$ cat src/rtl/pfa_pkg.sv
// Package for the polar force accumulator: widths, CORDIC constants, the
// arctangent table and the controller/datapath command types.
// No dependencies.
`default_nettype none

package pfa_pkg;

    // Default iteration count of each CORDIC pass.
    localparam int CORDIC_ITERATIONS_DEF = 16;

    // Field widths.
    localparam int MAG_W  = 24;
    localparam int HEAD_W = 16;
    localparam int FORCE_W = 24;

    // Vector datapath: Q12.12 with 8 guard bits, plus headroom for CORDIC gain.
    localparam int GUARD_BITS = 8;
    localparam int VEC_W      = 38;
    // Angle accumulator: degrees with 16 fraction bits.
    localparam int ANG_W      = 27;
    // Table index width (up to 32 iterations).
    localparam int STEP_W     = 5;

    // Multiplier: a 24-bit operand times the fixed inverse gain.
    localparam int MUL_A_W   = 24;
    localparam int MUL_P_W   = 48;
    localparam int SPLIT_W   = 18;

    localparam logic [MUL_A_W-1:0] INV_GAIN_Q24 = 24'd10188014;

    localparam logic signed [ANG_W-1:0] DEG90  = ANG_W'(90 * 65536);
    localparam logic signed [ANG_W-1:0] DEG180 = ANG_W'(180 * 65536);
    localparam logic signed [ANG_W-1:0] HEAD_MAX_A = ANG_W'(23040);
    localparam logic signed [ANG_W-1:0] HEAD_MIN_A = -ANG_W'(23040);
    localparam logic signed [ANG_W-1:0] HEAD_ROUND = ANG_W'(256);
    localparam logic [MAG_W-1:0] MAG_MAX = 24'hFFFFFF;

    // Controller states.
    typedef enum logic [3:0] {
        S_IDLE,
        S_ROT_INIT,
        S_ROT,
        S_ADD,
        S_VEC_INIT,
        S_VEC,
        S_MUL_LO,
        S_MUL_HI,
        S_FINISH,
        S_CLEAR
    } ctrl_state_t;

    // Datapath operations.
    typedef enum logic [3:0] {
        DP_NOP,
        DP_CAPTURE,
        DP_ROT_INIT,
        DP_ROT_STEP,
        DP_ADD_FORCE,
        DP_VEC_INIT,
        DP_VEC_STEP,
        DP_MUL_LO,
        DP_MUL_HI,
        DP_FINISH,
        DP_CLEAR
    } dp_op_t;

    typedef struct packed {
        dp_op_t            op;
        logic [STEP_W-1:0] step;
    } dp_cmd_t;

    // round(atan(2^-i) * 180/pi * 2^16)
    function automatic logic signed [ANG_W-1:0] atan_deg(input logic [STEP_W-1:0] idx);
        logic signed [ANG_W-1:0] v;
        begin
            case (idx)
                5'd0:    v = ANG_W'(2949120);
                5'd1:    v = ANG_W'(1740967);
                5'd2:    v = ANG_W'(919879);
                5'd3:    v = ANG_W'(466945);
                5'd4:    v = ANG_W'(234379);
                5'd5:    v = ANG_W'(117304);
                5'd6:    v = ANG_W'(58666);
                5'd7:    v = ANG_W'(29335);
                5'd8:    v = ANG_W'(14668);
                5'd9:    v = ANG_W'(7334);
                5'd10:   v = ANG_W'(3667);
                5'd11:   v = ANG_W'(1833);
                5'd12:   v = ANG_W'(917);
                5'd13:   v = ANG_W'(458);
                5'd14:   v = ANG_W'(229);
                5'd15:   v = ANG_W'(115);
                5'd16:   v = ANG_W'(57);
                5'd17:   v = ANG_W'(29);
                5'd18:   v = ANG_W'(14);
                5'd19:   v = ANG_W'(7);
                5'd20:   v = ANG_W'(4);
                5'd21:   v = ANG_W'(2);
                5'd22:   v = ANG_W'(1);
                default: v = '0;
            endcase
            return v;
        end
    endfunction

endpackage

`default_nettype wire

$ cat src/rtl/pfa_ctrl.sv
// Controller for the polar force accumulator: sequences both CORDIC passes,
// the gain multiply and the result handshake. Depends on pfa_pkg.
`default_nettype none

module pfa_ctrl #(
    parameter int CORDIC_ITERATIONS = pfa_pkg::CORDIC_ITERATIONS_DEF
) (
    input  wire logic            clk,
    input  wire logic            rst_n,
    input  wire logic            in_valid,
    output logic                 in_ready,
    input  wire logic            opcode,
    output logic                 out_valid,
    input  wire logic            out_ready,
    output pfa_pkg::dp_cmd_t     cmd
);
    import pfa_pkg::*;

    localparam int CNT_W = (CORDIC_ITERATIONS > 1) ? $clog2(CORDIC_ITERATIONS) : 1;
    localparam logic [CNT_W-1:0] LAST = CNT_W'(CORDIC_ITERATIONS - 1);

    ctrl_state_t      state_reg, state_next;
    logic [CNT_W-1:0] cnt_reg, cnt_next;
    logic             out_valid_reg, out_valid_next;
    logic             can_write;
    logic             do_write;

    // The result slot is free when empty or being drained this cycle.
    assign can_write = !out_valid_reg || out_ready;
    assign do_write  = (state_reg inside {S_FINISH, S_CLEAR}) && can_write;

    // Next state
    always_comb
    begin
        state_next = state_reg;
        cnt_next   = cnt_reg;
        case (state_reg)
            S_IDLE:
            begin
                if (in_valid)
                begin
                    state_next = opcode ? S_CLEAR : S_ROT_INIT;
                end
            end
            S_ROT_INIT: state_next = S_ROT;
            S_ROT:
            begin
                if (cnt_reg == LAST)
                begin
                    cnt_next   = '0;
                    state_next = S_ADD;
                end
                else
                begin
                    cnt_next = cnt_reg + 1'b1;
                end
            end
            S_ADD:      state_next = S_VEC_INIT;
            S_VEC_INIT: state_next = S_VEC;
            S_VEC:
            begin
                if (cnt_reg == LAST)
                begin
                    cnt_next   = '0;
                    state_next = S_MUL_LO;
                end
                else
                begin
                    cnt_next = cnt_reg + 1'b1;
                end
            end
            S_MUL_LO: state_next = S_MUL_HI;
            S_MUL_HI: state_next = S_FINISH;
            S_FINISH, S_CLEAR:
            begin
                if (can_write)
                begin
                    state_next = S_IDLE;
                end
            end
            default: state_next = S_IDLE;
        endcase
    end

    // Outputs
    always_comb
    begin
        cmd.op   = DP_NOP;
        cmd.step = STEP_W'(cnt_reg);
        in_ready = 1'b0;
        case (state_reg)
            S_IDLE:
            begin
                in_ready = 1'b1;
                if (in_valid)
                begin
                    cmd.op = DP_CAPTURE;
                end
            end
            S_ROT_INIT: cmd.op = DP_ROT_INIT;
            S_ROT:      cmd.op = DP_ROT_STEP;
            S_ADD:      cmd.op = DP_ADD_FORCE;
            S_VEC_INIT: cmd.op = DP_VEC_INIT;
            S_VEC:      cmd.op = DP_VEC_STEP;
            S_MUL_LO:   cmd.op = DP_MUL_LO;
            S_MUL_HI:   cmd.op = DP_MUL_HI;
            S_FINISH:   cmd.op = can_write ? DP_FINISH : DP_NOP;
            S_CLEAR:    cmd.op = can_write ? DP_CLEAR : DP_NOP;
            default:    cmd.op = DP_NOP;
        endcase
    end

    always_comb
    begin
        out_valid_next = out_valid_reg;
        if (out_valid_reg && out_ready)
        begin
            out_valid_next = 1'b0;
        end
        if (do_write)
        begin
            out_valid_next = 1'b1;
        end
    end

    assign out_valid = out_valid_reg;

    always_ff @(posedge clk or negedge rst_n)
    begin
        if (!rst_n)
        begin
            state_reg     <= S_IDLE;
            cnt_reg       <= '0;
            out_valid_reg <= 1'b0;
        end
        else
        begin
            state_reg     <= state_next;
            cnt_reg       <= cnt_next;
            out_valid_reg <= out_valid_next;
        end
    end

endmodule

`default_nettype wire

$ cat src/rtl/pfa_datapath.sv
// Datapath for the polar force accumulator: CORDIC vector/angle registers,
// shared inverse-gain multiplier, stored polar state. Depends on pfa_pkg.
`default_nettype none

module pfa_datapath (
    input  wire logic                                 clk,
    input  wire logic                                 rst_n,
    input  wire pfa_pkg::dp_cmd_t                     cmd,
    input  wire logic signed [pfa_pkg::FORCE_W-1:0]   force_x,
    input  wire logic signed [pfa_pkg::FORCE_W-1:0]   force_y,
    output logic        [pfa_pkg::MAG_W-1:0]          magnitude,
    output logic signed [pfa_pkg::HEAD_W-1:0]         heading,
    output logic                                      saturated
);
    import pfa_pkg::*;

    logic signed [FORCE_W-1:0] fx_reg, fy_reg;
    logic signed [VEC_W-1:0]   x_reg, x_next;
    logic signed [VEC_W-1:0]   y_reg, y_next;
    logic signed [ANG_W-1:0]   z_reg, z_next;
    logic [MUL_P_W-1:0]        mul_reg, lo_reg;
    logic                      zero_reg, zero_next;
    logic [MAG_W-1:0]          mag_reg, mag_next;
    logic signed [HEAD_W-1:0]  head_reg, head_next;
    logic                      sat_reg, sat_next;

    logic [MUL_A_W-1:0]        mul_a;
    logic [MUL_P_W-1:0]        mul_prod;
    logic signed [VEC_W-1:0]   dx, dy;
    logic signed [ANG_W-1:0]   atan_v;
    logic signed [VEC_W-1:0]   x0;
    logic signed [ANG_W-1:0]   z0;
    logic [VEC_W-1:0]          t;
    logic [63:0]               mag_sum;
    logic [31:0]               magv;
    logic signed [ANG_W-1:0]   h_full;

    assign dx     = y_reg >>> cmd.step;
    assign dy     = x_reg >>> cmd.step;
    assign atan_v = atan_deg(cmd.step);

    // Start vector: floor(mag * invK / 2^16), always below 2^32.
    assign x0 = $signed({{(VEC_W-32){1'b0}}, mul_reg[47:16]});
    assign z0 = $signed({{(ANG_W-HEAD_W-9){head_reg[HEAD_W-1]}}, head_reg, 9'b0});

    // Clamp a negative vectoring result to zero before the gain multiply.
    assign t = x_reg[VEC_W-1] ? '0 : x_reg;

    always_comb
    begin
        case (cmd.op)
            DP_CAPTURE: mul_a = mag_reg;
            DP_MUL_LO:  mul_a = MUL_A_W'(t[SPLIT_W-1:0]);
            DP_MUL_HI:  mul_a = MUL_A_W'(t[2*SPLIT_W-1:SPLIT_W]);
            default:    mul_a = '0;
        endcase
    end

    assign mul_prod = mul_a * INV_GAIN_Q24;

    // (hi * 2^18 + lo) * invK + 2^31, then take bits above 32.
    assign mag_sum = ({16'b0, mul_reg} << SPLIT_W) + {16'b0, lo_reg} + 64'h8000_0000;
    assign magv    = mag_sum[63:32];
    assign h_full  = (z_reg + HEAD_ROUND) >>> 9;

    always_comb
    begin
        x_next    = x_reg;
        y_next    = y_reg;
        z_next    = z_reg;
        zero_next = zero_reg;
        mag_next  = mag_reg;
        head_next = head_reg;
        sat_next  = sat_reg;
        case (cmd.op)
            DP_ROT_INIT:
            begin
                y_next = '0;
                if (z0 > DEG90)
                begin
                    z_next = z0 - DEG180;
                    x_next = -x0;
                end
                else if (z0 < -DEG90)
                begin
                    z_next = z0 + DEG180;
                    x_next = -x0;
                end
                else
                begin
                    z_next = z0;
                    x_next = x0;
                end
            end
            DP_ROT_STEP:
            begin
                if (!z_reg[ANG_W-1])
                begin
                    x_next = x_reg - dx;
                    y_next = y_reg + dy;
                    z_next = z_reg - atan_v;
                end
                else
                begin
                    x_next = x_reg + dx;
                    y_next = y_reg - dy;
                    z_next = z_reg + atan_v;
                end
            end
            DP_ADD_FORCE:
            begin
                x_next = x_reg + $signed({{(VEC_W-FORCE_W-GUARD_BITS){fx_reg[FORCE_W-1]}},
                                          fx_reg, {GUARD_BITS{1'b0}}});
                y_next = y_reg + $signed({{(VEC_W-FORCE_W-GUARD_BITS){fy_reg[FORCE_W-1]}},
                                          fy_reg, {GUARD_BITS{1'b0}}});
            end
            DP_VEC_INIT:
            begin
                zero_next = (x_reg == '0) && (y_reg == '0);
                if (x_reg[VEC_W-1])
                begin
                    z_next = y_reg[VEC_W-1] ? -DEG180 : DEG180;
                    x_next = -x_reg;
                    y_next = -y_reg;
                end
                else
                begin
                    z_next = '0;
                end
            end
            DP_VEC_STEP:
            begin
                if (y_reg[VEC_W-1])
                begin
                    x_next = x_reg - dx;
                    y_next = y_reg + dy;
                    z_next = z_reg - atan_v;
                end
                else
                begin
                    x_next = x_reg + dx;
                    y_next = y_reg - dy;
                    z_next = z_reg + atan_v;
                end
            end
            DP_FINISH:
            begin
                if (zero_reg)
                begin
                    mag_next  = '0;
                    head_next = '0;
                    sat_next  = 1'b0;
                end
                else
                begin
                    sat_next  = (magv[31:MAG_W] != '0);
                    mag_next  = (magv[31:MAG_W] != '0) ? MAG_MAX : magv[MAG_W-1:0];
                    if (h_full > HEAD_MAX_A)
                    begin
                        head_next = HEAD_W'(HEAD_MAX_A);
                    end
                    else if (h_full < HEAD_MIN_A)
                    begin
                        head_next = HEAD_W'(HEAD_MIN_A);
                    end
                    else
                    begin
                        head_next = h_full[HEAD_W-1:0];
                    end
                end
            end
            DP_CLEAR:
            begin
                mag_next = '0;
                sat_next = 1'b0;
            end
            default:
            begin
            end
        endcase
    end

    // Working registers
    always_ff @(posedge clk)
    begin
        x_reg    <= x_next;
        y_reg    <= y_next;
        z_reg    <= z_next;
        zero_reg <= zero_next;
        if (cmd.op == DP_CAPTURE)
        begin
            fx_reg <= force_x;
            fy_reg <= force_y;
        end
        if (cmd.op inside {DP_CAPTURE, DP_MUL_LO, DP_MUL_HI})
        begin
            mul_reg <= mul_prod;
        end
        if (cmd.op == DP_MUL_HI)
        begin
            lo_reg <= mul_reg;
        end
    end

    // Stored polar state, also the result register
    always_ff @(posedge clk or negedge rst_n)
    begin
        if (!rst_n)
        begin
            mag_reg  <= '0;
            head_reg <= '0;
            sat_reg  <= 1'b0;
        end
        else
        begin
            mag_reg  <= mag_next;
            head_reg <= head_next;
            sat_reg  <= sat_next;
        end
    end

    assign magnitude = mag_reg;
    assign heading   = head_reg;
    assign saturated = sat_reg;

endmodule

`default_nettype wire

$ cat src/rtl/polar_force_accumulator.sv
// Top level of the polar force accumulator: joins controller and datapath.
// Depends on pfa_pkg, pfa_ctrl and pfa_datapath.
`default_nettype none

//  channel | signals                          | direction | transaction
//  --------+----------------------------------+-----------+----------------------------
//  input   | in_valid/in_ready, opcode,       | in        | one apply or clear item
//          | force_x, force_y                 |           |
//  output  | out_valid/out_ready, magnitude,  | out       | one result per input item
//          | heading, saturated               |           |
//
// In an apply transaction the two CORDIC passes run one iteration per cycle
// on a shared shift/add unit, and the gain multiply uses one 24-bit
// multiplier three times.
// Reset zeroes the stored magnitude and heading and empties the result slot.
// A new item is accepted while the previous result waits; the block only
// holds in its final step while the result slot is still occupied.

module polar_force_accumulator #(
    parameter int CORDIC_ITERATIONS = pfa_pkg::CORDIC_ITERATIONS_DEF
) (
    input  wire logic                                 clk,
    input  wire logic                                 rst_n,
    input  wire logic                                 in_valid,
    output logic                                      in_ready,
    input  wire logic                                 opcode,
    input  wire logic signed [pfa_pkg::FORCE_W-1:0]   force_x,
    input  wire logic signed [pfa_pkg::FORCE_W-1:0]   force_y,
    output logic                                      out_valid,
    input  wire logic                                 out_ready,
    output logic        [pfa_pkg::MAG_W-1:0]          magnitude,
    output logic signed [pfa_pkg::HEAD_W-1:0]         heading,
    output logic                                      saturated
);
    import pfa_pkg::*;

    dp_cmd_t cmd;

    // Sequence the item: accept, rotate, add force, vector, gain, write back.
    pfa_ctrl #(
        .CORDIC_ITERATIONS (CORDIC_ITERATIONS)
    ) u_ctrl (
        .clk       (clk),
        .rst_n     (rst_n),
        .in_valid  (in_valid),
        .in_ready  (in_ready),
        .opcode    (opcode),
        .out_valid (out_valid),
        .out_ready (out_ready),
        .cmd       (cmd)
    );

    // Hold the polar state; the stored values double as the result fields,
    // since they only change when the result slot is free.
    pfa_datapath u_dp (
        .clk       (clk),
        .rst_n     (rst_n),
        .cmd       (cmd),
        .force_x   (force_x),
        .force_y   (force_y),
        .magnitude (magnitude),
        .heading   (heading),
        .saturated (saturated)
    );

endmodule

`default_nettype wire

$ cat config.mk
export PLATFORM = sky130hd
export DESIGN_NAME = polar_force_accumulator
export DESIGN_NICKNAME = d
export VERILOG_FILES = /design/src/rtl/pfa_pkg.sv /design/src/rtl/pfa_ctrl.sv /design/src/rtl/pfa_datapath.sv /design/src/rtl/polar_force_accumulator.sv
export SDC_FILE = /design/constraint.sdc
export NUM_CORES = 2
export LEC_CHECK = 0
export BUFFER_PORTS_ARGS = -buffer_cell sky130_fd_sc_hd__buf_2
export CAP_MARGIN = 20
export CELL_PAD_IN_SITES_DETAIL_PLACEMENT = 0
export CELL_PAD_IN_SITES_GLOBAL_PLACEMENT = 1
export CORE_MARGIN = 3
export CORE_UTILIZATION = 46
export DETAILED_ROUTE_END_ITERATION = 10
export PLACE_DENSITY = 0.86
export SLEW_MARGIN = 30
export SYNTH_ARGS = -nofsm -noshare
export SYNTH_HDL_FRONTEND = slang
export SYNTH_SLANG_ARGS = --single-unit
$ cat constraint.sdc
create_clock -name clk -period 9.2 [get_ports clk]
set_input_delay 0.46 -clock clk [delete_from_list [all_inputs] [get_ports clk]]
set_output_delay 0.46 -clock clk [all_outputs]
set_load 0.03 [all_outputs]
Word-level counts from Yosys, hierarchy flattened
Memory sizes are Yosys's and may differ from the RTL's.
Index checks and enable logic that the tools add are counted.

word-level totals
  register bits = 296
  latch bits = 0
  RAM bits = 0
  bits in read-only memories = 704
  logic and storage cells = 125
  memories = 1

operators by class
  add/subtract/negate cells = 17
  multiply operators = 1
  div/mod/pow operators = 0
  order comparisons = 4
  equality and inequality tests = 25
  shift-type cells = 2
  mux-type cells = 41
  bitwise logic cells = 0
  reductions and logical operators = 19

memory list
  memory           depth  bits a word  read ports  clocked after Yosys merged registers in  write ports  line           RTL
  (no name shown)  32     22           1           0                                        0            pfa_pkg.sv:76  case (idx)

operators by type and width
  cell                    count
  $pmux 38 s5             2
  $mux 38                 8
  $mux 27                 6
  $pmux 27 s4             1
  $add 38x32->38          2
  $add 38x38->38          2
  $logic_not 38->1        2
  $neg 38->38             2
  $sshr 38x4->38          2
  $sub 38x38->38          2
  $pmux 24 s3             1
  $add 64x32->64 const B  1
  $add 64x48->64          1
  $mux 16                 3
  $mux 24                 2
  $pmux 24 s2             1
  $mul 24x23->47 const B  1
  $pmux 4 s10             1
  $neg 32->38             1
  $mux 36                 1
  $pmux 4 s9              1
  $eq 4x3->1 const B      8
  $mux 4                  8
  $add 27x10->27 const B  1
  other kinds (28)        49

Longest topological paths before layout
  word-level depth = 7
  mapped depth = 33
  depth with buffers taken out = 28

Modules after synthesis
From an unflattened synthesis, not the netlist that was laid out.

unflattened totals
  cell total of the unflattened synthesis = 5441
  area total of the unflattened synthesis = 45920.3 sq um

modules (own cells, without submodules)
  module        times used  cells an instance  area each (sq um)  seq. area each (sq um)
  pfa_datapath  1           5383               45324.7            7872.6
  pfa_ctrl      1           58                 595.6              225.2

Least setup slack after synthesis
Ideal clock, no wire load.

  kind = flip-flop to flip-flop
  start point = register u_ctrl.state_reg[3]
  end point = register u_dp.mul_reg[45], data pin
  setup time = 259 ps
  arrival time = 10332 ps
  required time = 8941 ps
  slack = -1390 ps
  stages on the path, launching flop included = 31
  path buffers = 4
  period minus slack after synthesis = 10590 ps
  cell sequence = dfrtp_1 -> clkbuf_1 -> clkbuf_1 -> nor4_1 -> and2_1 -> clkbuf_1 -> clkbuf_1 -> nand2_1 -> inv_1 -> ha_1 -> fa_1 -> inv_1 -> fa_1 -> inv_1 -> fa_1 -> fa_1 -> fa_1 -> inv_1 -> fa_1 -> inv_1 -> ha_1 -> nand4_1 -> nor3_1 -> and3_1 -> a311o_1 -> nor4_1 -> o31ai_1 -> nand2b_1 -> a21boi_0 -> o41a_1 -> xor2_1

on the way
  word-level cells in the longest chain between the ends = 5
  elaborated cells between the ends (all ways) = 16

ends and longest elaborated chain
  item                                      line                 RTL
  start, declared                           pfa_ctrl.sv:22       ctrl_state_t state_reg, state_next;
  start signal, assigned                    pfa_ctrl.sv:138      state_reg <= state_next;
  $eq 4x4->1, or another cell as far along  pfa_ctrl.sv:91       case (state_reg)
  $pmux 4 s10 *                             pfa_ctrl.sv:91
  $eq 4x4->1, or another cell as far along  pfa_datapath.sv:51   case (cmd.op)
  $pmux 24 s3 *                             pfa_datapath.sv:51
  $mul 24x23->47 *                          pfa_datapath.sv:59   assign mul_prod = mul_a * INV_GAIN_Q24;
  net u_dp.mul_prod[45]                     pfa_datapath.sv:28   logic [MUL_P_W-1:0] mul_prod;
  end signal, assigned                      pfa_datapath.sv:197  mul_reg <= mul_prod;
  end, declared                             pfa_datapath.sv:21   logic [MUL_P_W-1:0] mul_reg, lo_reg;

Mark *: on every way through the listed nets, which the timed path passes. The rest lies on a longest branch.
A chain may end at the register's enable or synchronous reset.

Worst setup path after layout
  start point = register u_ctrl.state_reg[1]
  end point = register u_dp.mul_reg[46], data pin

Same word-level chain as after synthesis.

==> metrics.md <==
| Metric | Value |
|---|---|
| Outcome | finished clean |
| Reg2Reg Depth | 27 |
| Critical Path Most Common Cell | fa_1 |
| Worst r2r dst | u_dp.mul_reg[46]$_DFFE_PP_ |
| Clk_skew | 0.0237 ns |
| CTS Buf Count | 38 |
| Dpl hpwl | 123 mm |
| I/O Buffers | 95 |
| Worst min-delay path class | in2async |
| DR iter-0 viols | around 3,700 |
| Crit path max fanout | 29 |
| Max_cap viols | 0 |
| RSZ-0062 raised after global routing | false |
| Cell area after layout | a little under 0.05 mm2 |
| Yosys reg bits | 278 |
| Library cells used by synthesis | between 90 and 100 |
| Main synth FF type | edfxtp_1 |
| Die area | about 0.10 mm2 |
| Vias in the first global route | 40,300 |
| Setup TNS | 0 ns |
| Final net count | about 6,200 |
| Cell count along the critical path | 27 |
| Post-place instance area | roughly 0.047 mm2 |
| Mapped Area | between 0.04 and 0.05 mm2 |
| Remaining global-route overflow | 0 |
| Clk buf depth | 3 |
| Slew Limit Fails | 0 |
| Worst rel slew slack | between 30% and 40% |
| Via count | ~41,000 |
| Post-Route WL | 154 mm |
| TritonCTS Sinks | between 200 and 300 |
| Crit path largest cell delay | 0.67 ns |
| CTS tree | built |
| Count leader, synth | inv_1 |
| Share of the synthesized area in the top cell type | between 10% and 20% |
| # H-tree levels | 2 |
| Max FFs per register | 47 |
| Ratio of cells with drive above 1 in the final layout | under 10% |
| Crit path to | u_dp.mul_reg[46]$_DFFE_PP_ |
| Synth Instances | 5,370 |
| CORE AREA | between 0.09 and 0.1 mm2 |
| Drt wl/cell | 23.2 um |
| Syn Area/Cell | approximately 8.4 um2 |
| First-pass GRT wire length | ~240 mm |
| Final setup violation count | 0 |
| WP data arrival | about 9 ns |
| Remaining DRCs | 0 |
| Most common library cells after synthesis | inv_1, ha_1, nand2_1, nor2_1, a21oi_1 |
| Final hold vios | 0 |
| GP Congestion | ~0.98 |
| Reg clk slew, reported paths | 0.06 ns |
| Die Wd | 320 um |
| Initial antenna violation count | 1 |
| Top Ports | between 90 and 100 |
| Worst skew pair latency | 0.59 ns |
| DRT antenna net count | 0 |
| Initial core utilization | between 40% and 50% |
| DR pass1 iterations | 8 |
| R2R setup slack | ~0.46 ns |
| Worst Path Required | 9.52 ns |
| Crit path from | u_ctrl.state_reg[1]$_DFFE_PN0P_ |
| Root Driver | clkbuf_16 |
| Critical R2R Launch | u_ctrl.state_reg[1]$_DFFE_PN0P_ |
| Worst-Margin Slew | slightly above 0.9 ns |
| Vias per cell | about 6.2 |
| Setup CP Type | reg2reg |
| Slowest cell on crit path | a222oi_1 |
| Largest net degree at the start of global routing | between 80 and 90 |
| CP endpoint kind | register |
| Yosys Warn Count | 0 |
| Period utilization | between 90% and 100% |
| Number of hold buffers added after CTS | 0 |
| Synth-to-layout area growth | 6.82% |
| Die height | approximately 320 um |
| Yosys top cell by area | ha_1 |
| Async SR Flop Fraction | approximately 18% |
| Crit path time final | 8.74 ns |
| Max Clk Rate | ~110 MHz |
| N_diodes | 0 |
| Total GRT Usage | 29.6% |
| Critical path's top delay family | adder cells |
| Post-synth EDFFs | 228 |
| Fill cell count | ~9,300 |
| # rows | ~110 |
| Sequential fraction of the synthesis area | around 18% |
| Startpoint Class | register |
| Top cells by area, synth | ha_1, edfxtp_1, fa_1, inv_1, a21oi_1 |
| CP Buf/Inv Count | 6 |
| Synthesized net count | between 6,000 and 7,000 |
==> cells in the final DEF, fill, tap and decap left out, types with 91 or more instances in the layout <==
cell type  count
xor2_1       105
nor2_1       363
edfxtp_1     228
nand2_1      458
fa_1         272
xnor2_1      139
a21oi_1      348
buf_4         95
ha_1         565
nand3_1       91
o21ai_0      310
a21o_1       121
buf_2         96
inv_1        661
==> worst min-delay path by stage <==
stage / start / end / cells after the start
finish: rst_n / u_dp.heading[11]$_DFFE_PN0N_ / 2
global route: force_y[22] / u_dp.fy_reg[22]$_DFFE_PN_ / 1
CTS: rst_n / u_dp.heading[11]$_DFFE_PN0N_ / 2
detailed placement: u_dp.saturated$_DFFE_PN0P_ / u_dp.saturated$_DFFE_PN0P_ / 1
global placement: u_dp.saturated$_DFFE_PN0P_ / u_dp.saturated$_DFFE_PN0P_ / 1
floorplan: rst_n / u_ctrl.cnt_reg[0]$_DFFE_PN0P_ / 0
==> kinds of logic after synthesis <==
kind of cell / after synthesis / synth area share, %
muxes: 123 / 3.74
AOI/OAI and AO/OA: 1523 / 22.8
and+or+nand+nor: 1436 / 15.2
adders and majority gates: 837 / 27.7
DFF: 278 / 17.9
buffers and inverters: 929 / 8.01
xor gates and xnor gates: 244 / 4.73
==> routing by layer <==
metal | wire, um | GRT usage, %
met1 | 64500 | 39.1
met2 | 71000 | 48.9
met4 | 8500 | 13.8
met3 | 10200 | 3.23
met5 | 0 | 0
==> metrics by stage <==
stage,setup slack [ns],util [%],hold slack (ns),instances
detailed placement,0.00510,48.3,0.543,6571
CTS,0.116,49.6,0.0108,6639
global route,0.0129,49.7,0.0261,6641
finish,0.461,49.7,0.0189,6641
global placement,0.317,48.3,0.536,6569
floorplan,0.00281,-,0.164,5370
==> layout make-up <==
| type | instances | area (um2) | share of cell area [%] |
|---|---|---|---|
| clock buffer | 46 | 1040 | 2.16 |
| clock inverter | 21 | 220 | 0.456 |
| inverter | 663 | 2490 | 5.15 |
| multi-input combinational | 4163 | 33600 | 69.6 |
| sequential | 278 | 8110 | 16.8 |
| tap | 1276 | 1600 | 3.31 |
| timing repair buffer | 194 | 1240 | 2.56 |
==> timing repair <==
item | in CTS | in global routing
pin swaps | 1 | 3
cloned | 0 | 0
setup endpoints to repair | 1 | 5
gates resized for setup | 0 | 3
buffers inserted | 1 | 1
Power is not shown: default switching activity piles up to over one toggle a cycle in this logic, so the estimate is an artifact.
